==> src/design/dct_idct_8x8_2d_unit_macros.svh <==
// Assertion macros shared by the transform block.
// No dependencies.
`ifndef DCT_IDCT_8X8_2D_UNIT_MACROS_SVH
`define DCT_IDCT_8X8_2D_UNIT_MACROS_SVH
// implication checked on every rising clock edge outside reset
`define DCT_ASSERT_IMP(label, clk, rst_n, ante, cons) \
  label: assert property (@(posedge clk) disable iff (!rst_n) (ante) |-> (cons)) \
    else $error("dct assertion failed");
// next-cycle implication
`define DCT_ASSERT_NEXT(label, clk, rst_n, ante, cons) \
  label: assert property (@(posedge clk) disable iff (!rst_n) (ante) |=> (cons)) \
    else $error("dct assertion failed");
`endif

==> src/design/dct_ram.sv <==
// Generic single-port-write, single-port-read RAM with registered read.
// No dependencies.
module dct_ram #(
  parameter int unsigned Width = 24,
  parameter int unsigned Depth = 64
) (
  input  logic                     clk_i,
  input  logic                     we_i,
  input  logic [$clog2(Depth)-1:0] waddr_i,
  input  logic [Width-1:0]         wdata_i,
  input  logic [$clog2(Depth)-1:0] raddr_i,
  output logic [Width-1:0]         rdata_o
);
  logic [Width-1:0] mem_q [Depth];

  always_ff @(posedge clk_i) begin
    if (we_i) begin
      mem_q[waddr_i] <= wdata_i;
    end
    rdata_o <= mem_q[raddr_i];
  end
endmodule

==> src/design/dct_front.sv <==
// Front end: loads samples into a ping-pong block store and hands full
// blocks to the back end through a two-entry handoff queue.
// Depends on dct_ram.
module dct_front #(
  parameter int unsigned SampleBits = 16
) (
  input  logic                  clk_i,
  input  logic                  rst_ni,
  input  logic                  in_valid_i,
  output logic                  in_ready_o,
  input  logic [SampleBits-1:0] in_data_i,
  input  logic                  inverse_i,
  // back end side
  output logic                  blk_valid_o,
  output logic                  blk_bank_o,
  output logic                  blk_inv_o,
  input  logic                  blk_done_i,
  input  logic                  rd_bank_i,
  input  logic [5:0]            rd_addr_i,
  output logic [SampleBits+7:0] rd_data_o
);
  localparam int unsigned StoreBits = SampleBits + 8;

  logic [5:0]           load_cnt_q, load_cnt_d;
  logic                 wr_bank_q, wr_bank_d;
  logic [1:0]           full_q, full_d;   // per bank: block waiting or in use
  logic [1:0]           inv_q, inv_d;
  logic                 rd_ptr_q, rd_ptr_d;
  logic                 xfer;
  logic [StoreBits-1:0] wdata;

  assign in_ready_o = !full_q[wr_bank_q];
  assign xfer       = in_valid_i && in_ready_o;
  assign wdata      = StoreBits'($signed(in_data_i));

  dct_ram #(.Width(StoreBits), .Depth(128)) u_store (
    .clk_i  (clk_i),
    .we_i   (xfer),
    .waddr_i({wr_bank_q, load_cnt_q}),
    .wdata_i(wdata),
    .raddr_i({rd_bank_i, rd_addr_i}),
    .rdata_o(rd_data_o)
  );

  // load counter, bank fill flags
  always_comb begin
    load_cnt_d = load_cnt_q;
    wr_bank_d  = wr_bank_q;
    full_d     = full_q;
    inv_d      = inv_q;
    rd_ptr_d   = rd_ptr_q;
    if (blk_done_i) begin
      full_d[rd_ptr_q] = 1'b0;
      rd_ptr_d         = !rd_ptr_q;
    end
    if (xfer) begin
      load_cnt_d = load_cnt_q + 6'd1;
      if (load_cnt_q == 6'd63) begin
        full_d[wr_bank_q] = 1'b1;
        inv_d[wr_bank_q]  = inverse_i;
        wr_bank_d         = !wr_bank_q;
      end
    end
  end

  always_ff @(posedge clk_i or negedge rst_ni) begin
    if (!rst_ni) begin
      load_cnt_q <= '0;
      wr_bank_q  <= 1'b0;
      full_q     <= '0;
      inv_q      <= '0;
      rd_ptr_q   <= 1'b0;
    end else begin
      load_cnt_q <= load_cnt_d;
      wr_bank_q  <= wr_bank_d;
      full_q     <= full_d;
      inv_q      <= inv_d;
      rd_ptr_q   <= rd_ptr_d;
    end
  end

  assign blk_valid_o = full_q[rd_ptr_q];
  assign blk_bank_o  = rd_ptr_q;
  assign blk_inv_o   = inv_q[rd_ptr_q];
endmodule

==> config.mk <==
export PLATFORM = sky130hd
export DESIGN_NAME = dct_front
export DESIGN_NICKNAME = d
export VERILOG_FILES = /design/src/design/dct_idct_8x8_2d_unit_macros.svh /design/src/design/dct_ram.sv /design/src/design/dct_front.sv
export SDC_FILE = /design/constraint.sdc
export NUM_CORES = 2
export LEC_CHECK = 0
export BUFFER_PORTS_ARGS = -buffer_cell sky130_fd_sc_hd__buf_2
export CORE_UTILIZATION = 50
export CTS_BUF_LIST = sky130_fd_sc_hd__clkbuf_4 sky130_fd_sc_hd__clkbuf_8 sky130_fd_sc_hd__clkbuf_16
export CTS_CLUSTER_SIZE = 14
export DETAILED_ROUTE_END_ITERATION = 8
export GPL_TIMING_DRIVEN = 1
export PLACE_DENSITY = 0.65
export SYNTH_ARGS = -nofsm -noshare
export SYNTH_HDL_FRONTEND = slang
export SYNTH_SLANG_ARGS = --single-unit
==> constraint.sdc <==
create_clock -name clk_i -period 9.1 [get_ports clk_i]
set_clock_uncertainty 0.2 [all_clocks]
set_input_delay 2.73 -clock clk_i [delete_from_list [all_inputs] [get_ports clk_i]]
set_output_delay 2.73 -clock clk_i [all_outputs]
set_load 0.02 [all_outputs]
==> metrics.md <==
| Metric | Value |
|---|---|
| Status | `finished, final reports clean` |
| CP endpoint kind | `flop` |
| Seq cells post-synth | `2076` |
| Grt ovf | `0` |
| First-pass GRT wire length | `267000 um` |
| Initial antenna violation count | `37` |
| Via/cell ratio | `6.34` |
| DP Wirelength | `107000 um` |
| Total GRT Usage | `0.243` |
| Final Cell Area | `89200 um2` |
| DRT Wirelength | `191000 um` |
| Largest net degree at the start of global routing | `129` |
| Cell Pwr Density | `228 nW/um2` |
| Clock latency on the worst-skew pair | `840 ps` |
| FILL cells | `10900` |
| Detail Route met2 WL | `90600 um` |
| Drt first-iter violations | `4444` |
| Min-Delay Path Class | `flop to flop` |
| Crit. Startpoint | `rd_addr_i[0]` |
| Setup tns final | `0 ps` |
| Detail Route met3 WL | `21300 um` |
| Leakage power | `27.7 nW` |
| Final Hold Violating Endpoints | `0` |
| CTS tree | `yes` |
| Synthesis warning total | `0` |
| Max-cap violations | `0` |
| DRC violations left | `0` |
| Fmax | `175 MHz` |
| Fin cells | `5610` |
| Cells on worst reg2reg path | `5` |
| Critical Path Start Type | `input pin` |
| Core area | `157000 um2` |
| R2r endpoint | `u_store.mem_q[66][0]` |
| Final nets | `3407` |
| TritonCTS Buffers | `197` |
| Number of port buffers | `55` |
| Wl on met1 | `73400 um` |
| CTS H-tree depth | `4` |
| Vias in the first global route | `36000` |
| Post-route ant nets | `0` |
| Setup violations, final | `0` |
| RSZ-0062 raised after global routing | `no` |
| Clock transition at the registers of the reported paths | `60 ps` |
| Root Buffer | `clkbuf_16` |
| WL per Instance | `34.1 um` |
| Initial Utilization | `0.505` |
| Synth Instances | `3133` |
| Crit path DAT | `6230 ps` |
| Placed Cells incl. Taps | `5237` |
| Mapped cell area | `79100 um2` |
| Router iterations before antenna repair | `8` |
| CP required | `9620 ps` |
| DIE AREA | `160000 um2` |
| Slew @ Worst Pin | `1300 ps` |
| Top Metal Used | `met5` |
| Rel. slew slack | `0.133` |
| Max-slew violations | `0` |
| Die width | `400 um` |
| Hold Slack | `330 ps` |
| Reg2reg setup slack | `4890 ps` |
| CTS sink cnt | `2076` |
| Layout cells sized above 1 | `0.352` |
| Final Cycle Share | `0.628` |
| Number of gates resized after cts | `0` |
| DP Area | `82700 um2` |
| Maximum buffer depth of the clock tree | `3` |
| CP Class | `input pin to flop` |
| Post-synth cell types | `27` |
| Hold buffers post-CTS | `0` |
| Worst reg2reg path startpoint | `wr_bank_q` |
| Die Y | `400 um` |
| # IOs | `56` |
| Number of placement rows | `145` |
| Worst Path Max Fanout | `63` |
| Worst Setup EP | `u_store.rdata_o[11]` |
| Fin crit period | `5710 ps` |
| Post CTS Setup Buffer Count | `0` |
| Placer Congestion | `0.811` |
| Final worst slack | `3390 ps` |
| Area Growth Syn to Fin | `12.8%` |
| Syn_nets | `3162` |
| Vias post-DR | `35600` |
| Syn Area/Cell | `25.2 um2` |
| Max IR drop VDD | `175 uV` |
| Register area share after synthesis | `0.786` |
| Post-place setup slack | `2440 ps` |
==> sequential cells by signal (all words and copies together), names as in the netlist <==
register and cells:
u_store.mem_q 2048, load_cnt_q 6, blk_bank_o 1, u_store.rdata_o 16, inv_q 2, full_q 2
wr_bank_q 1
==> layout make-up <==
| class | instances | area [um2] | share of cell area |
|---|---|---|---|
| Sequential cell | 2076 | 62100 | 0.697 |
| Tap cell | 2058 | 2570 | 0.0289 |
| Timing Repair Buffer | 225 | 1790 | 0.0201 |
| Multi-Input combinational cell | 876 | 16200 | 0.181 |
| Clock inverter | 115 | 1070 | 0.0120 |
| Antenna cell | 5 | 12.5 | 0.000140 |
| Clock buffer | 253 | 5420 | 0.0607 |
| Inverter | 2 | 7.51 | 0.0000842 |
==> routing by layer <==
| metal | vias up | global-route usage |
|---|---|---|
| met5 | - | 0 |
| met4 | 24 | 0.0729 |
| met3 | 294 | 0.0731 |
| met2 | 1863 | 0.375 |
| met1 | 19300 | 0.337 |
| li1 | 14100 | - |
==> cells in the mapped netlist <==
| cell | count | share of area |
|---|---|---|
| nand2_1 | 12 | 0.00057 |
| clkbuf_1 | 98 | 0.0047 |
| xnor2_1 | 3 | 0.00033 |
| nor2_1 | 134 | 0.0064 |
| dfxtp_1 | 16 | 0.0041 |
| edfxtp_1 | 2048 | 0.78 |
| nand4b_1 | 1 | 0.00011 |
| mux2_2 | 21 | 0.0030 |
| or4_1 | 1 | 0.000095 |
| ha_1 | 1 | 0.00016 |
| dfrtp_1 | 12 | 0.0038 |
| nor2b_1 | 4 | 0.00032 |
| buf_2 | 51 | 0.0032 |
| nand3_1 | 9 | 0.00057 |
| mux4_2 | 672 | 0.19 |
| or3b_2 | 2 | 0.00022 |
| xor2_1 | 3 | 0.00033 |
| or4b_2 | 2 | 0.00025 |
| buf_4 | 11 | 0.0010 |
| and2_1 | 1 | 0.000079 |
| nand4_1 | 3 | 0.00024 |
| o21ai_0 | 4 | 0.00025 |
| inv_1 | 2 | 0.000095 |
| or3_1 | 1 | 0.000079 |
| a21o_1 | 1 | 0.000095 |
| buf_1 | 19 | 0.00090 |
| mux2i_1 | 1 | 0.00013 |
==> cell families (layout without fill, tap and decap cells) <==
family / Yosys count / in the layout / synth area share
flops: 2076 / 2076 / 0.786
buf+inv: 181 / 595 / 0.00992
compound gates: 5 / 5 / 0.000348
xor+xnor: 6 / 6 / 0.000665
fa+ha+maj: 1 / 1 / 0.000158
mux: 694 / 694 / 0.194
simple gates: 170 / 170 / 0.00889
other cells: 0 / 5 / 0
==> placed cells by master (no fill, tap or decap), drive strengths merged <==
master    count
edfxtp     2048
mux4        672
clkbuf      253
buf         225
nor2        134
clkinv       96
mux2         21
dfxtp        16
bufinv       15
nand2        12
dfrtp        12
nand3         9
diode         5
inv           5
nor2b         4
o21ai         4
nand4         3
xnor2         3
xor2          3
or4b          2
or3b          2
mux2i         1
or3           1
or4           1
and2          1
nand4b        1
a21o          1
ha            1
clkinvlp      1
==> worst max-delay path, cell delays in order <==
cell and delay (ps):
buf_8 580, buf_4 660, mux4_2 610, mux4_2 610
mux4_2 660, mux2_2 330
==> worst min path at each step <==
stage                     startpoint  cells after the start   endpoint  slack, ps
after floorplan            full_q[1]                      1  full_q[1]        270
after global placement      inv_q[1]                      1   inv_q[1]        290
after detailed placement    inv_q[1]                      1   inv_q[1]        330
after CTS                   inv_q[1]                      1   inv_q[1]        340
after global routing        inv_q[1]                      1   inv_q[1]        360
final                       inv_q[1]                      1   inv_q[1]        330
==> metrics by stage <==
step	power [W]	util
detailed placement	0.0124	0.528
global route	0.0208	0.569
finish	0.0203	0.570
floorplan	0.0117	-
CTS	0.0204	0.569
global placement	0.0123	0.528
==> power breakdown <==
group	internal (W)	switching [W]	total, W	leakage, nW
combinational	0.000480	0.000878	0.00136	5.77
clock	0.00464	0.00348	0.00812	3.26
sequential	0.0107	0.000104	0.0108	18.7
Power figures use the tool's default switching activity.
